==> src/rtl/pcf_pkg.sv <==
// Shared widths, register indexes and types for the palette color crossfader.
package pcf_pkg;

  localparam int COLOR_W    = 24;
  localparam int CH_W       = 8;
  localparam int CNT_W      = 3;
  localparam int PERIOD_W   = 16;
  localparam int ADV_W      = 16;
  localparam int ELAPSED_W  = 17;
  localparam int NUM_W      = COLOR_W;
  localparam int PAL_IDX_W  = 3;
  localparam int REG_IDX_W  = 3;
  localparam int CFG_DATA_W = COLOR_W;

  // register indexes (colors occupy 0 .. PALETTE_SIZE-1)
  localparam logic [REG_IDX_W-1:0] REG_COUNT  = 3'd6;
  localparam logic [REG_IDX_W-1:0] REG_PERIOD = 3'd7;

  localparam logic [CNT_W-1:0]    RESET_COUNT  = 3'd1;
  localparam logic [PERIOD_W-1:0] RESET_PERIOD = 16'd1000;

  typedef struct packed {
    logic [CNT_W-1:0]    count;     // effective entry count, 1..PALETTE_SIZE
    logic [PERIOD_W-1:0] period;    // raw period, may be zero
    logic                count_wr;  // pulses in the cycle after a count write
  } pcf_cfg_t;

endpackage

==> src/rtl/pcf_regs.sv <==
// Configuration register file: palette entries, entry count and fade period.
module pcf_regs #(
  parameter int PALETTE_SIZE = 6
) (
  input  logic                                clk,
  input  logic                                rst,
  input  logic                                cfg_we,
  input  logic [pcf_pkg::REG_IDX_W-1:0]       cfg_index,
  input  logic [pcf_pkg::CFG_DATA_W-1:0]      cfg_data,
  input  logic [$clog2(PALETTE_SIZE)-1:0]     rd_idx,
  output logic [pcf_pkg::COLOR_W-1:0]         rd_color,
  output pcf_pkg::pcf_cfg_t                   cfg
);
  import pcf_pkg::*;

  logic [COLOR_W-1:0]  color [PALETTE_SIZE];
  logic [CNT_W-1:0]    count_raw;
  logic [CNT_W-1:0]    count_eff;
  logic [PERIOD_W-1:0] period;
  logic                count_wr;

  always_ff @(posedge clk) begin
    if (rst) begin
      for (int i = 0; i < PALETTE_SIZE; i++) begin
        color[i] <= '0;
      end
      count_raw <= RESET_COUNT;
      period    <= RESET_PERIOD;
      count_wr  <= 1'b0;
    end else begin
      count_wr <= cfg_we && (cfg_index == REG_COUNT);
      if (cfg_we) begin
        for (int i = 0; i < PALETTE_SIZE; i++) begin
          if (cfg_index == REG_IDX_W'(i)) begin
            color[i] <= cfg_data[COLOR_W-1:0];
          end
        end
        if (cfg_index == REG_COUNT) begin
          count_raw <= cfg_data[CNT_W-1:0];
        end
        if (cfg_index == REG_PERIOD) begin
          period <= cfg_data[PERIOD_W-1:0];
        end
      end
    end
  end

  // zero acts as one, anything above the palette size is clipped
  always_comb begin
    if (count_raw == '0) begin
      count_eff = CNT_W'(1);
    end else if (count_raw > CNT_W'(PALETTE_SIZE)) begin
      count_eff = CNT_W'(PALETTE_SIZE);
    end else begin
      count_eff = count_raw;
    end
  end

  assign rd_color     = color[rd_idx];
  assign cfg.count    = count_eff;
  assign cfg.period   = period;
  assign cfg.count_wr = count_wr;

endmodule

==> src/rtl/pcf_div.sv <==
// Restoring divider, one quotient bit per cycle; quotient known to fit CH_W bits.
module pcf_div (
  input  logic                          clk,
  input  logic                          rst,
  input  logic                          start,
  input  logic [pcf_pkg::NUM_W-1:0]     dividend,
  input  logic [pcf_pkg::PERIOD_W-1:0]  divisor,
  output logic                          done,
  output logic [pcf_pkg::CH_W-1:0]      quotient
);
  import pcf_pkg::*;

  localparam int REM_W = NUM_W - CH_W;
  localparam int CNT_BITS = $clog2(CH_W);

  logic                busy;
  logic [CNT_BITS-1:0] step;
  logic [REM_W-1:0]    rem;
  logic [CH_W-1:0]     lo;     // dividend bits shift out, quotient bits shift in
  logic [PERIOD_W-1:0] dvs;
  logic [REM_W:0]      rem_sh;
  logic                ge;

  assign rem_sh = {rem, lo[CH_W-1]};
  assign ge     = rem_sh >= {1'b0, dvs};

  always_ff @(posedge clk) begin
    if (rst) begin
      busy <= 1'b0;
      done <= 1'b0;
      step <= '0;
    end else begin
      done <= 1'b0;
      if (start) begin
        busy <= 1'b1;
        step <= '0;
      end else if (busy) begin
        step <= step + 1'b1;
        if (step == CNT_BITS'(CH_W - 1)) begin
          busy <= 1'b0;
          done <= 1'b1;
        end
      end
    end
  end

  // top bits of the dividend are below the divisor, so the remainder fits
  always_ff @(posedge clk) begin
    if (start) begin
      rem <= dividend[NUM_W-1:CH_W];
      lo  <= dividend[CH_W-1:0];
      dvs <= divisor;
    end else if (busy) begin
      rem <= ge ? REM_W'(rem_sh - {1'b0, dvs}) : rem_sh[REM_W-1:0];
      lo  <= {lo[CH_W-2:0], ge};
    end
  end

  assign quotient = lo;

endmodule

==> src/rtl/palette_color_crossfader_top.sv <==
// Palette color crossfader: linear RGB fade between successive palette entries.
// Blend beat: after the input beat the sequencer steps through LOAD, then per
//   channel MUL_A and MUL_B on the shared multiplier and DIV on the shared
//   one-bit-per-cycle divider, channels done red, green, blue, then DONE.
// Switch beat (counter past the period): straight to DONE; next input only in IDLE.
// Synchronous active-high reset clears palette to 0, count to 1, period to 1000,
//   index and tick counter to 0; no clearing pass, ready right after reset.
module palette_color_crossfader_top #(
  parameter int PALETTE_SIZE = 6
) (
  input  logic                            clk,
  input  logic                            rst,
  input  logic                            cfg_we,
  input  logic [pcf_pkg::REG_IDX_W-1:0]   cfg_index,
  input  logic [pcf_pkg::CFG_DATA_W-1:0]  cfg_data,
  input  logic                            in_valid,
  output logic                            in_ready,
  input  logic [pcf_pkg::ADV_W-1:0]       advance,
  output logic                            out_valid,
  input  logic                            out_ready,
  output logic [pcf_pkg::CH_W-1:0]        red,
  output logic [pcf_pkg::CH_W-1:0]        green,
  output logic [pcf_pkg::CH_W-1:0]        blue,
  output logic [pcf_pkg::PAL_IDX_W-1:0]   palette_index,
  output logic                            switched
);
  import pcf_pkg::*;

  localparam int IDX_W = $clog2(PALETTE_SIZE);

  // sequencer states
  localparam logic [2:0] S_IDLE  = 3'd0;
  localparam logic [2:0] S_LOAD  = 3'd1;
  localparam logic [2:0] S_MUL_A = 3'd2;
  localparam logic [2:0] S_MUL_B = 3'd3;
  localparam logic [2:0] S_DIV   = 3'd4;
  localparam logic [2:0] S_DONE  = 3'd5;

  // channel codes
  localparam logic [1:0] CH_RED   = 2'd0;
  localparam logic [1:0] CH_GREEN = 2'd1;
  localparam logic [1:0] CH_BLUE  = 2'd2;

  pcf_cfg_t             cfg;
  logic [IDX_W-1:0]     rd_idx;
  logic [COLOR_W-1:0]   rd_color;

  logic [2:0]           state;
  logic [IDX_W-1:0]     entry_index;
  logic [ELAPSED_W-1:0] elapsed_ticks;
  logic [1:0]           chan;

  // per-item working registers
  logic [COLOR_W-1:0]   cur_rgb;
  logic [COLOR_W-1:0]   nxt_rgb;
  logic [COLOR_W-1:0]   rgb_acc;
  logic [PERIOD_W-1:0]  p_eff;
  logic [PERIOD_W-1:0]  weight;
  logic [NUM_W-1:0]     acc;
  logic                 sw_flag;

  logic                 accept;
  logic [IDX_W-1:0]     idx_clamped;
  logic [CNT_W-1:0]     idx_inc;
  logic [IDX_W-1:0]     nxt_idx;
  logic [ELAPSED_W:0]   tick_sum;
  logic [ELAPSED_W-1:0] e_sat;
  logic                 do_switch;

  logic [CH_W-1:0]      cur_ch;
  logic [CH_W-1:0]      nxt_ch;
  logic [CH_W-1:0]      mul_a;
  logic [PERIOD_W-1:0]  mul_b;
  logic [NUM_W-1:0]     product;

  logic                 div_start;
  logic [NUM_W-1:0]     div_dividend;
  logic                 div_done;
  logic [CH_W-1:0]      div_q;

  pcf_regs #(
    .PALETTE_SIZE (PALETTE_SIZE)
  ) u_regs (
    .clk       (clk),
    .rst       (rst),
    .cfg_we    (cfg_we),
    .cfg_index (cfg_index),
    .cfg_data  (cfg_data),
    .rd_idx    (rd_idx),
    .rd_color  (rd_color),
    .cfg       (cfg)
  );

  pcf_div u_div (
    .clk      (clk),
    .rst      (rst),
    .start    (div_start),
    .dividend (div_dividend),
    .divisor  (p_eff),
    .done     (div_done),
    .quotient (div_q)
  );

  // Input side is open only in IDLE; a waiting result does not block it.
  assign in_ready = (state == S_IDLE) && !rst;
  assign accept   = in_valid && in_ready;

  // Current index, re-checked against the effective count, and its successor.
  assign idx_clamped = (CNT_W'(entry_index) >= cfg.count) ? '0 : entry_index;
  assign idx_inc     = CNT_W'(idx_clamped) + CNT_W'(1);
  assign nxt_idx     = (idx_inc < cfg.count) ? idx_inc[IDX_W-1:0] : '0;

  // Saturating tick counter; a zero period switches on any nonzero count.
  assign tick_sum  = {1'b0, elapsed_ticks} + (ELAPSED_W + 1)'(advance);
  assign e_sat     = tick_sum[ELAPSED_W] ? '1 : tick_sum[ELAPSED_W-1:0];
  assign do_switch = e_sat > ELAPSED_W'(cfg.period);

  // Single palette read port: next entry on the input beat, current entry after.
  assign rd_idx = (state == S_IDLE) ? nxt_idx : entry_index;

  always_comb begin
    case (chan)
      CH_RED: begin
        cur_ch = cur_rgb[23:16];
        nxt_ch = nxt_rgb[23:16];
      end
      CH_GREEN: begin
        cur_ch = cur_rgb[15:8];
        nxt_ch = nxt_rgb[15:8];
      end
      default: begin
        cur_ch = cur_rgb[7:0];
        nxt_ch = nxt_rgb[7:0];
      end
    endcase
  end

  // Shared multiplier: cur*(p-w) first, then next*w added on the way to the divider.
  // The sum is at most 255*p, so it fits NUM_W bits and the quotient fits a byte.
  assign mul_a        = (state == S_MUL_A) ? cur_ch : nxt_ch;
  assign mul_b        = (state == S_MUL_A) ? (p_eff - weight) : weight;
  assign product      = mul_a * mul_b;
  assign div_start    = (state == S_MUL_B);
  assign div_dividend = acc + product;

  // Control
  always_ff @(posedge clk) begin
    if (rst) begin
      state         <= S_IDLE;
      entry_index   <= '0;
      elapsed_ticks <= '0;
      chan          <= CH_RED;
      out_valid     <= 1'b0;
    end else begin
      // result register: loads from DONE, empties when taken
      if ((state == S_DONE) && (!out_valid || out_ready)) begin
        out_valid <= 1'b1;
      end else if (out_ready) begin
        out_valid <= 1'b0;
      end
      case (state)
        S_IDLE: begin
          if (accept) begin
            if (do_switch) begin
              entry_index   <= nxt_idx;
              elapsed_ticks <= '0;
              state         <= S_DONE;
            end else begin
              entry_index   <= idx_clamped;
              elapsed_ticks <= e_sat;
              chan          <= CH_RED;
              state         <= S_LOAD;
            end
          end else if (cfg.count_wr && (CNT_W'(entry_index) >= cfg.count)) begin
            // count write while idle: pull the index back into range
            entry_index <= '0;
          end
        end
        S_LOAD: begin
          state <= S_MUL_A;
        end
        S_MUL_A: begin
          state <= S_MUL_B;
        end
        S_MUL_B: begin
          state <= S_DIV;
        end
        S_DIV: begin
          if (div_done) begin
            if (chan == CH_BLUE) begin
              state <= S_DONE;
            end else begin
              chan  <= chan + 2'd1;
              state <= S_MUL_A;
            end
          end
        end
        S_DONE: begin
          if (!out_valid || out_ready) begin
            state <= S_IDLE;
          end
        end
        default: begin
          state <= S_IDLE;
        end
      endcase
    end
  end

  // Datapath and output register
  always_ff @(posedge clk) begin
    case (state)
      S_IDLE: begin
        if (accept) begin
          sw_flag <= do_switch;
          if (do_switch) begin
            rgb_acc <= rd_color;   // new entry goes out unblended
          end else begin
            nxt_rgb <= rd_color;
            weight  <= e_sat[PERIOD_W-1:0];
            p_eff   <= (cfg.period == '0) ? PERIOD_W'(1) : cfg.period;
          end
        end
      end
      S_LOAD: begin
        cur_rgb <= rd_color;
      end
      S_MUL_A: begin
        acc <= product;
      end
      S_DIV: begin
        if (div_done) begin
          case (chan)
            CH_RED:   rgb_acc[23:16] <= div_q;
            CH_GREEN: rgb_acc[15:8]  <= div_q;
            default:  rgb_acc[7:0]   <= div_q;
          endcase
        end
      end
      S_DONE: begin
        if (!out_valid || out_ready) begin
          red           <= rgb_acc[23:16];
          green         <= rgb_acc[15:8];
          blue          <= rgb_acc[7:0];
          palette_index <= PAL_IDX_W'(entry_index);
          switched      <= sw_flag;
        end
      end
      default: begin
      end
    endcase
  end

endmodule

==> config.mk <==
export PLATFORM = sky130hd
export DESIGN_NAME = palette_color_crossfader_top
export DESIGN_NICKNAME = d
export VERILOG_FILES = /design/src/rtl/pcf_pkg.sv /design/src/rtl/pcf_regs.sv /design/src/rtl/pcf_div.sv /design/src/rtl/palette_color_crossfader_top.sv
export SDC_FILE = /design/constraint.sdc
export NUM_CORES = 1
export LEC_CHECK = 0
export BUFFER_PORTS_ARGS = -buffer_cell sky130_fd_sc_hd__buf_2
export CORE_MARGIN = 2
export CORE_UTILIZATION = 63
export DETAILED_ROUTE_END_ITERATION = 8
export GPL_TIMING_DRIVEN = 0
export HOLD_SLACK_MARGIN = 0.15
export MAX_ROUTING_LAYER = met4
export PLACE_DENSITY = 0.91
export SLEW_MARGIN = 20
export SYNTH_ARGS = -nofsm -noshare
export SYNTH_HDL_FRONTEND = slang
export SYNTH_SLANG_ARGS = --single-unit
==> constraint.sdc <==
create_clock -name clk -period 10 [get_ports clk]
set_input_delay 3 -clock clk [delete_from_list [all_inputs] [get_ports clk]]
set_output_delay 3 -clock clk [all_outputs]
set_load 0.05 [all_outputs]
# Yosys cells after proc, flatten, opt, wreduce, memory -nomap -nowiden
# Memory sizes are Yosys's and may differ from the RTL's.
# Index checks and enable logic that the tools add are counted.
# word_totals
regBits	248
ramBits	144
out_inout_bits	30
elab_cells	180
mem_count	1
# memory_table
memory	depth	word_bits	read_ports	rd_ports_with_merged_regs	wr	line_no	text
u_regs.color	6	24	1	0	6	pcf_regs.sv:16	logic [COLOR_W-1:0] color [PALETTE_SIZE];
# classes
n_mul	1
n_reduce_logical	31
mux	75
eq_ne	24
magnitude_cmp	5
n_addsub	7
bitwise	8
# ops
op	n
2-to-1 mux 24 bit	9
2-to-1 mux 16 bit	4
2-to-1 mux 8 bit	6
one-hot mux 24 bit (2 select lines)	1
2-to-1 mux 3 bit	13
2-to-1 mux 17 bit	2
2-to-1 mux 1 bit	32
one-hot mux 8 bit (2 select lines)	2
subtractor 16 bit	2
adder 24 bit	1
multiplier 8 x 16 -> 24 bit	1
equality test 3 bit (second input constant)	7
AND reduction 5 bit	4
adder 17 x 16 -> 18 bit	1
one-hot mux 3 bit (6 select lines)	1
greater-or-equal comparator 17 x 16 -> 1 bit	1
greater-than comparator 17 x 16 -> 1 bit	1
logical NOT 16 bit	1
equality test 3 x 2 -> 1 bit (second input constant)	4
inequality test 2 bit (second input constant)	6
AND reduction 2 bit	5
logical NOT 3 bit	3
2-to-1 mux 2 bit	4
nonzero test 2 bit	4
other kinds (19)	36

# Longest topological paths before layout
# Gate-level depths: netlist of run 1.
# An unclocked memory read counts as a cell.
# depth
word_depth	13
ltp_mapped	39
ltp_nobuf	38

# Modules after synthesis
# A second synthesis of run 1 with hierarchy kept.
# unflattened
cells_unflattened	2098
area_unflattened_um2	23822.8
# by_module_without_submodules
mod	area_per_inst_um2	instances	cells_per_inst
palette_color_crossfader_top	13735.7	1	1362
pcf_regs	7378.3	1	497
pcf_div	2708.8	1	239

# Worst setup path before layout of run 1
# Ideal clock, no wire load.
# synth_timing
path_type	input -> register
from	in advance[1] (netlist bit)
to	reg chan[0]
n_path_buf	1
slack_ns	1.850
path_stages	23
arrival_ns	8.032
path_cell_list	ha_1 a21o_1 a21oi_1 o21ai_0 a21oi_1 a211oi_1 nor2_1 a211o_1 clkbuf_1 nand2_1 ha_1 a21o_1 a21o_1 a21o_1 a221o_1 a21oi_1 nand2_1 o21ai_0 and2_1 nand2_1 inv_1 nor2_1 a32o_1
# synth_via
elab_chain_cells	5
# synth_rtl
item	line_no	text
start: declaration	palette_color_crossfader_top.sv:18	input logic [pcf_pkg::ADV_W-1:0] advance,
adder 17 x 16 -> 18 bit	palette_color_crossfader_top.sv:114	assign tick_sum = {1'b0, elapsed_ticks} + (ELAPSED_W + 1)'(advance);
2-to-1 mux 17 bit	palette_color_crossfader_top.sv:115	assign e_sat = tick_sum[ELAPSED_W] ? '1 : tick_sum[ELAPSED_W-1:0];
via e_sat[6]	palette_color_crossfader_top.sv:67	logic [ELAPSED_W-1:0] e_sat;
greater-than comparator 17 x 16 -> 1 bit	palette_color_crossfader_top.sv:116	assign do_switch = e_sat > ELAPSED_W'(cfg.period);
inequality test 2 bit (no line)	-	
AND reduction 5 bit (no line)	-	
end signal: assignment	palette_color_crossfader_top.sv:193	chan <= chan + 2'd1;
end: declaration	palette_color_crossfader_top.sv:51	logic [1:0] chan;
# The timed path passes the listed nets, and every way through them passes these cells.
# A chain may end at the register's enable or synchronous reset.

# Worst setup path after layout of run 1
# layout_timing
from	reg p_eff[0]
to	reg u_div.rem[15] (data pin)
# layout_via
elab_chain_cells	5
# layout_rtl
item	line_no	text
start: declaration	palette_color_crossfader_top.sv:57	logic [PERIOD_W-1:0] p_eff;
start signal: assignment	palette_color_crossfader_top.sv:221	p_eff <= (cfg.period == '0) ? PERIOD_W'(1) : cfg.period;
subtractor 16 bit	palette_color_crossfader_top.sv:141	assign mul_b = (state == S_MUL_A) ? (p_eff - weight) : weight;
2-to-1 mux 16 bit	palette_color_crossfader_top.sv:141	
multiplier 8 x 16 -> 24 bit	palette_color_crossfader_top.sv:142	assign product = mul_a * mul_b;
via product[15]	palette_color_crossfader_top.sv:74	logic [NUM_W-1:0] product;
adder 24 bit	palette_color_crossfader_top.sv:144	assign div_dividend = acc + product;
2-to-1 mux 16 bit	pcf_div.sv:49	if (start) begin
end signal: assignment	pcf_div.sv:50	rem <= dividend[NUM_W-1:CH_W];
end signal: assignment	pcf_div.sv:54	rem <= ge ? REM_W'(rem_sh - {1'b0, dvs}) : rem_sh[REM_W-1:0];
end: declaration	pcf_div.sv:18	logic [REM_W-1:0] rem;
# The timed path passes the listed nets, and every way through them passes these cells.

==> results.cfg, run 1 <==
[die]
io_pins = 78
core_sq_um = 36790
dieWidth_um = 197.8
start_util = 0.6432
chipHeight_um = 197.8
rows = 70
dieArea_sq_um = 39120

[global_route]
grt_pass1_vias = 17590
track_usage = 0.3176
busiest_layer = met2
overflow = 0
grt_use_met2 = 0.5035
grt_pass1_wl_mm = 92.95
grt_util_met3 = 0.04514
grtUsageMet1 = 0.4111
antenna_found_initial = 0
grt_max_degree = 62

[sta]
fmax_mhz = 107.0
setup_violations = 0
period_share = 0.9342
hold_viol = 0
tightest_slew_ns = 1.153
drv_slew = 0
slew_headroom = 0.2239
rsz0062_at_grt = false
fin_crit_ns = 9.342
fin_skew_ns = 0.03902
setup_tns_ns = 0

[place]
io_buffers = 76
gp_congestion = 0.9422
dpl.hpwl_mm = 42.69

[cells_and_area]
final_nets = 2554
area_growth_pct = 10.44
fillCellCount = 2465
antenna_cells = 0
drive_above_1_share = 0.1160

[yosys]
avgSynthCellArea_sq_um = 10.99
synth_seq_area_share = 0.4759
synthArstFlopShare = 0
yosysMostFrequentCell = edfxtp_1
ys.flop_type = edfxtp_1
synth_top_cell_area_share = 0.4328
netlist_area_sq_um = 23660
synth_cells = 2153
synth_top_area_cell = edfxtp_1
synth_common_cells = 341 x edfxtp_1, 204 x nor2_1, 193 x inv_1
yosysWarnings = 0
ys_types = 71
synth_edf_count = 341
postSynthNetCount = 2430
synth_seq_cells = 392
synth_area_leaders = edfxtp_1 43%, ha_1 7.5%, fa_1 7.4%

[clocking]
cts_buffers = 41
cts.clk_slew.worst_paths_ns = 0.07
tritoncts = done
clock_latency_ns = 0.57
htree_levels = 2
postCtsHoldBufs = 0
cts.sinks = 392
post_cts_buffers = 0
clk_root_buffer_cell = clkbuf_16
clock_path_buffers = 3

[setup_path]
r2r_cells = 37
critical_path_class = reg -> reg
critical_path.max_fanout = 8
critPathRequiredTime_ns = 10.28
rrSetupSlack_ns = 0.66
cp-startpoint = p_eff[0]
slowest_delay_ns = 0.63
cp-start-kind = register
r2r-start = p_eff[0]
arrival_ns = 9.62
critPathCapture = u_div.rem[15]
cpMaxStageDelayCell = a21oi_1
cp-end-kind = register
r2r_end = u_div.rem[15]

[outcome]
status = completed

[flow_run]
maxCapViolations = 0

[route]
wl_mm = 58.87
firstDrtPassIters = 6
wl_per_cell_um = 21.19
vias = 17380
ant_nets = 0
first_iter_violations = 1525
via_per_inst = 6.255
drc = 0

[worst_hold_path]
hold_class = reg -> reg
[cell type report]
type	instances	area (sq um)	share of cell area
inverter	194	730.7	0.02796
sequential	392	11260	0.4309
clock inverter	28	305.3	0.01168
buffer	87	361.6	0.01384
timing repair buffer	81	461.7	0.01767
clock buffer	48	1052	0.04027
tap	468	585.6	0.02241
multi-input combinational	1480	11370	0.4352
[critical path: cells and delay by family, from the launching register on]
| kind | cells | cell delay, ns |
|---|---|---|
| adders and majority gates | 8 | 3.20 |
| AOI/OAI and AO/OA | 12 | 3.01 |
| and+or+nand+nor | 8 | 1.47 |
| xor gates and xnor gates | 4 | 0.67 |
| DFF | 1 | 0.37 |
| buffers and inverters | 5 | 0.34 |
[cell usage in the layout (no fill, tap or decap), types with 11 or more instances in the layout]
cell / n
edfxtp_1: 341
nor2_1: 203
inv_1: 192
and2_1: 153
nand2_1: 148
ha_1: 141
a21oi_1: 117
mux2i_1: 105
fa_1: 88
buf_2: 85
clkbuf_1: 76
o21ai_0: 58
dfxtp_1: 51
xnor2_1: 46
clkbuf_16: 41
a21o_1: 34
nor3_1: 30
or2_2: 28
mux2_2: 25
a21bo_2: 23
xor2_1: 22
nor2b_1: 20
a22o_1: 18
nand3_1: 18
o21a_1: 18
nand2b_1: 14
a211oi_1: 11
o22ai_1: 11
o211ai_1: 11
[through the flow]
| stage | utilization | std cells | area (sq um) | hold slack, ns | setup slack, ns |
|---|---|---|---|---|---|
| 6_report | 0.7104 | 2778 | 26130 | 0.4188 | 0.6578 |
| 5_1_grt | 0.7104 | 2778 | 26130 | 0.4271 | 0.03216 |
| 4_1_cts | 0.7098 | 2778 | 26110 | 0.4197 | 0.6754 |
| 3_5_place_dp | 0.6729 | 2702 | 24750 | 0.4054 | 0.7648 |
| 3_3_place_gp | 0.6695 | 2697 | 24630 | 0.4064 | 0.3988 |
| 2_1_floorplan | - | 2153 | 23660 | 0.4003 | 1.850 |
[flip-flops by register name (all words and copies together) (netlist names), 16 cells and up]
name,count
nxt_rgb,24
p_eff,16
rgb_acc,24
u_div.rem,16
u_regs.period,16
acc,24
u_regs.color,144
u_div.dvs,16
weight,16
cur_rgb,24
elapsed_ticks,17
[per-layer routing]
| layer | up-vias | routed length (um) |
|---|---|---|
| li1 | 7775 | - |
| met1 | 8418 | 23270 |
| met2 | 985 | 27720 |
| met3 | 199 | 5243 |
| met4 | 0 | 2643 |
| met5 | - | 0 |
[cell families (layout without fill, tap and decap cells)]
kind of cell	count (synthesis)	in the layout	synth area share
AO/OA/AOI/OAI	391	391	0.1115
buffers and inverters	281	438	0.04585
flip-flops	392	392	0.4759
multiplexers	130	130	0.05632
AND/OR/NAND/NOR	661	661	0.1358
XOR/XNOR	68	68	0.02517
adder cells (fa/ha/maj)	230	230	0.1494
[worst min-delay path by stage]
stage,startpoint,end,slack (ns),depth (start not counted)
final,rgb_acc[8],green[0],0.42,0
after global routing,rgb_acc[18],red[2],0.43,0
after CTS,rgb_acc[8],green[0],0.42,0
after detailed placement,rgb_acc[8],green[0],0.41,0
after global placement,rgb_acc[3],blue[3],0.41,0
after floorplan,rgb_acc[0],blue[0],0.40,0
[timing repair]
item                       in CTS  in global routing
setup endpoints to repair       0                  1
hold endpoints to repair        0                  0
resized for setup               0                  4
Power of run 1 is not shown: default switching activity piles up to over one toggle a cycle in this logic, so the estimate is an artifact.
==> inputs of run 2 (changes only) <==
--- a/config.mk
+++ b/config.mk
@@ -13,6 +13,7 @@
 export HOLD_SLACK_MARGIN = 0.15
 export MAX_ROUTING_LAYER = met4
 export PLACE_DENSITY = 0.91
+export REMOVE_ABC_BUFFERS = 1
 export SLEW_MARGIN = 20
 export SYNTH_ARGS = -nofsm -noshare
 export SYNTH_HDL_FRONTEND = slang
==> results.cfg, run 2 (synthesized netlist as in run 1, its figures left out) <==
[sta]
setup_violations = 0
setup_tns_ns = 0
tightest_slew_ns = 1.209
fin_crit_ns = 9.456
hold-worst-slack_ns = 0.4187
fmax_mhz = 105.8
rsz0062_at_grt = false
hold_viol = 0
drv_slew = 0
period_share = 0.9456
fin_skew_ns = 0.04774
slew_headroom = 0.1939

[clocking]
htree_levels = 2
cts.repair.resized = 0
postCtsHoldBufs = 0
clock_path_buffers = 3
tritoncts = done
clk_root_buffer_cell = clkbuf_16
cts.sinks = 392
cts.clk_slew.worst_paths_ns = 0.06
cts_buffers = 41
post_cts_buffers = 0
clock_latency_ns = 0.56

[route]
first_iter_violations = 1631
firstDrtPassIters = 6
ant_nets = 0
wl_mm = 57.01
drc = 0
via_per_inst = 6.240
vias = 16900
wl_per_cell_um = 21.05

[die]
dieArea_sq_um = 39120
core_sq_um = 36790
rows = 70
dieWidth_um = 197.8
chipHeight_um = 197.8
io_pins = 78
start_util = 0.6432

[outcome]
status = completed

[setup_path]
cpMaxStageDelayCell = nand2_1
cp-start-kind = register
critical_path.max_fanout = 31
arrival_ns = 9.73
critPathRequiredTime_ns = 10.27
timing.critical_path.buf_inv = 5
worst_path_most_repeated_cell = fa_1
cp-end-kind = register
slowest_delay_ns = 0.75
critical_path_class = reg -> reg
crit_family = adder cells

[place]
io_buffers = 77
gp_congestion = 0.9364
dpl.hpwl_mm = 40.38

[global_route]
track_usage = 0.3051
grt_pass1_wl_mm = 90.41
antenna_found_initial = 3
grt_max_degree = 73
grt_pass1_vias = 17260
overflow = 0

[cells_and_area]
largest_reg_flops = 144
regMostFlops = u_regs.color
final_nets = 2484
layout_common_cells = 341 x edfxtp_1, 199 x nor2_1, 191 x inv_1
fillCellCount = 2417
drive_above_1_share = 0.1220
layout_commonest_cell = edfxtp_1
area_growth_pct = 10.04

[worst_hold_path]
hold_class = reg -> reg

[flow_run]
maxCapViolations = 0
-- run 2: final timing paths --
kind	start	to	slack, ns	depth (start not counted)
setup reg to reg	state[0]	u_div.rem[15]	0.54	31
setup / recovery	state[0]	u_div.rem[15]	0.54	31
hold reg to reg	rgb_acc[20]	red[4]	0.42	0
hold / removal	rgb_acc[20]	red[4]	0.42	0
-- run 2: metal layers --
metal  GRT usage  vias to the layer above  share of wire
met5           -                        -              0
met4      0.1142                        0          0.034
met3     0.05365                      167          0.094
met2      0.4947                      887           0.48
met1      0.3869                     8224           0.39
li1            -                     7626              -
-- run 2: final cells by class --
cell class	instances	area [sq um]	share of cell area
Multi-Input combinational cell	1480	11450	0.4400
Sequential cell	392	11260	0.4325
Clock buffer	52	1077	0.04138
Inverter	194	732.0	0.02811
Timing Repair Buffer	98	669.4	0.02571
Tap cell	468	585.6	0.02249
Clock inverter	22	249.0	0.009563
Antenna cell	3	7.507	0.0002883
-- run 2: worst register-to-register path, delay by kind of cell (launching register included) --
kind	cells	cell delay (ns)
xor gates and xnor gates	3	0.58
and+or+nand+nor	6	1.95
buffers and inverters	5	0.88
AOI/OAI and AO/OA	11	2.49
DFF	1	0.64
adders and majority gates	6	2.62
-- run 2: through the flow --
stage	worst slack, ns	cell area (sq um)	cells	util
2_1_floorplan	1.796	23300	2066	-
3_3_place_gp	0.2106	24270	2611	0.6599
3_5_place_dp	0.5626	24690	2632	0.6711
4_1_cts	0.4888	26010	2706	0.7071
5_1_grt	0.02178	26040	2709	0.7078
6_report	0.5440	26040	2709	0.7078
Power of run 2 is left out for the same reason.
==> inputs of run 3 (changes only) <==
--- a/config.mk
+++ b/config.mk
@@ -7,12 +7,12 @@
 export LEC_CHECK = 0
 export BUFFER_PORTS_ARGS = -buffer_cell sky130_fd_sc_hd__buf_2
 export CORE_MARGIN = 2
-export CORE_UTILIZATION = 63
+export CORE_UTILIZATION = 57
 export DETAILED_ROUTE_END_ITERATION = 8
 export GPL_TIMING_DRIVEN = 0
 export HOLD_SLACK_MARGIN = 0.15
 export MAX_ROUTING_LAYER = met4
-export PLACE_DENSITY = 0.91
+export PLACE_DENSITY = 0.87
 export REMOVE_ABC_BUFFERS = 1
 export SLEW_MARGIN = 20
 export SYNTH_ARGS = -nofsm -noshare
==> constraint.sdc (replaced) <==
create_clock -name clk -period 8.41 [get_ports clk]
set_input_delay 2.523 -clock clk [delete_from_list [all_inputs] [get_ports clk]]
set_output_delay 2.523 -clock clk [all_outputs]
set_load 0.05 [all_outputs]
==> results.cfg, run 3 (synthesized netlist as in run 1, its figures left out) <==
[die]
core_sq_um = 40920
io_pins = 78
dieArea_sq_um = 43150
chipHeight_um = 207.7
dieWidth_um = 207.7
rows = 74
start_util = 0.5781

[cells_and_area]
largest_reg_flops = 144
regMostFlops = u_regs.color
layout_common_cells = 341 x edfxtp_1, 194 x nor2_1, 188 x inv_1
layout_commonest_cell = edfxtp_1
drive_above_1_share = 0.1674
fillCellCount = 2918
area_growth_pct = 13.36
final_nets = 2522
finalNonFillerCells = 2812

[global_route]
grt_pass1_vias = 17180
antenna_found_initial = 1
grt_util_met3 = 0.03949
grt_pass1_wl_mm = 90.46
grtUsageMet1 = 0.3530
grt_max_degree = 73
track_usage = 0.2707
grt_use_met2 = 0.4339
busiest_layer = met2
overflow = 0

[clocking]
cts.clk_slew.worst_paths_ns = 0.06
htree_levels = 2
tritoncts = done
clk_root_buffer_cell = clkbuf_16
clock_latency_ns = 0.56
cts.sinks = 392
cts_buffers = 40
clock_path_buffers = 3

[setup_path]
critPathRequiredTime_ns = 8.69
r2r_cells = 37
r2r-start = weight[0]
critPathCapture = u_div.rem[15]
critical_path.max_fanout = 6
cpMaxStageDelayCell = fa_1
cp-startpoint = weight[0]
rrSetupSlack_ns = -0.10
arrival_ns = 8.79
slowest_delay_ns = 0.57
r2r_end = u_div.rem[15]
cp-start-kind = register
critical_path_class = reg -> reg
cp-end-kind = register

[outcome]
violations = setup timing
status = finished with violations

[route]
first_iter_violations = 1819
drc = 0
wl_mm = 57.75
via_per_inst = 6.037
ant_nets = 0
vias = 16980
wl_per_cell_um = 20.54
firstDrtPassIters = 6

[sta]
tightest_slew_ns = 1.147
setup_violations = 1
rsz0062_at_grt = true
period_share = 1.012
fmax_mhz = 117.5
fin_crit_ns = 8.512
slew_headroom = 0.2293
setup_tns_ns = -0.1016
fin_skew_ns = 0.03546
drv_slew = 0
hold_viol = 0
hold-worst-slack_ns = 0.4172
fin_ws_ns = -0.1016

[place]
gp_congestion = 0.9244
pre_cts_ws_ns = -0.9674
dp.cells = 2696
dpl.hpwl_mm = 40.19
io_buffers = 77

[worst_hold_path]
hold_class = reg -> reg

[flow_run]
maxCapViolations = 0
## run 3: changes by cell type in the layout (fill, tap and decap cells not counted), moves of 8 or more
cell     before  now
nand2_1     148  139
buf_4         5   41
nand2_2       3   12
o21ai_0      57   49
ha_4          0    8
ha_1        141  132
a21oi_2       5   13
a21oi_1     118  104
## run 3: how the worst min path moves through the flow
| stage | depth (start not counted) | startpoint | to | slack (ns) |
|---|---|---|---|---|
| global route | 0 | rgb_acc[4] | blue[4] | 0.43 |
| floorplan | 0 | rgb_acc[0] | blue[0] | 0.40 |
| finish | 0 | rgb_acc[1] | blue[1] | 0.42 |
| CTS | 0 | rgb_acc[1] | blue[1] | 0.42 |
| detailed placement | 0 | rgb_acc[1] | blue[1] | 0.40 |
| global placement | 0 | rgb_acc[0] | blue[0] | 0.41 |
## run 3: cell type report
class | count | area (sq um) | share of cell area
multi-input combinational | 1481 | 11880 | 0.4427
timing repair buffer | 136 | 944.7 | 0.03522
antenna | 4 | 10.01 | 0.0003732
clock buffer | 50 | 1060 | 0.03951
sequential | 392 | 11260 | 0.4198
clock inverter | 23 | 269.0 | 0.01003
inverter | 194 | 737.0 | 0.02748
tap | 532 | 665.6 | 0.02482
## run 3: per-layer routing
layer	share of wire	up-vias	wire length [um]
met5	0	-	0
met4	0.034	0	1957
met3	0.086	158	4969
met2	0.48	811	27690
met1	0.40	8309	23130
li1	-	7699	-
## run 3: through the flow
| step | util | instance area [sq um] |
|---|---|---|
| after global placement | 0.5951 | 24350 |
| final | 0.6554 | 26820 |
| after detailed placement | 0.6047 | 24750 |
| after global routing | 0.6552 | 26810 |
| after CTS | 0.6463 | 26450 |
| after floorplan | - | 23300 |
## run 3: timing repair
item / in CTS / in global routing
pin swaps: 19 / 28
endpoints found under the setup margin: 9 / 13
gates resized for setup: 53 / 50
hold buffers: 0 / 0
gates cloned: 0 / 1
setup buffers: 26 / 12
## run 3: critical path, delay by kind of cell, from the launching register on
kind / cells / cell delay [ns]
adder cells (fa/ha/maj): 8 / 3.24
AO/OA/AOI/OAI: 14 / 2.55
AND/OR/NAND/NOR: 6 / 0.84
XOR/XNOR: 4 / 0.72
buffers and inverters: 5 / 0.45
flip-flops: 1 / 0.43
Power of run 3 is left out for the same reason.
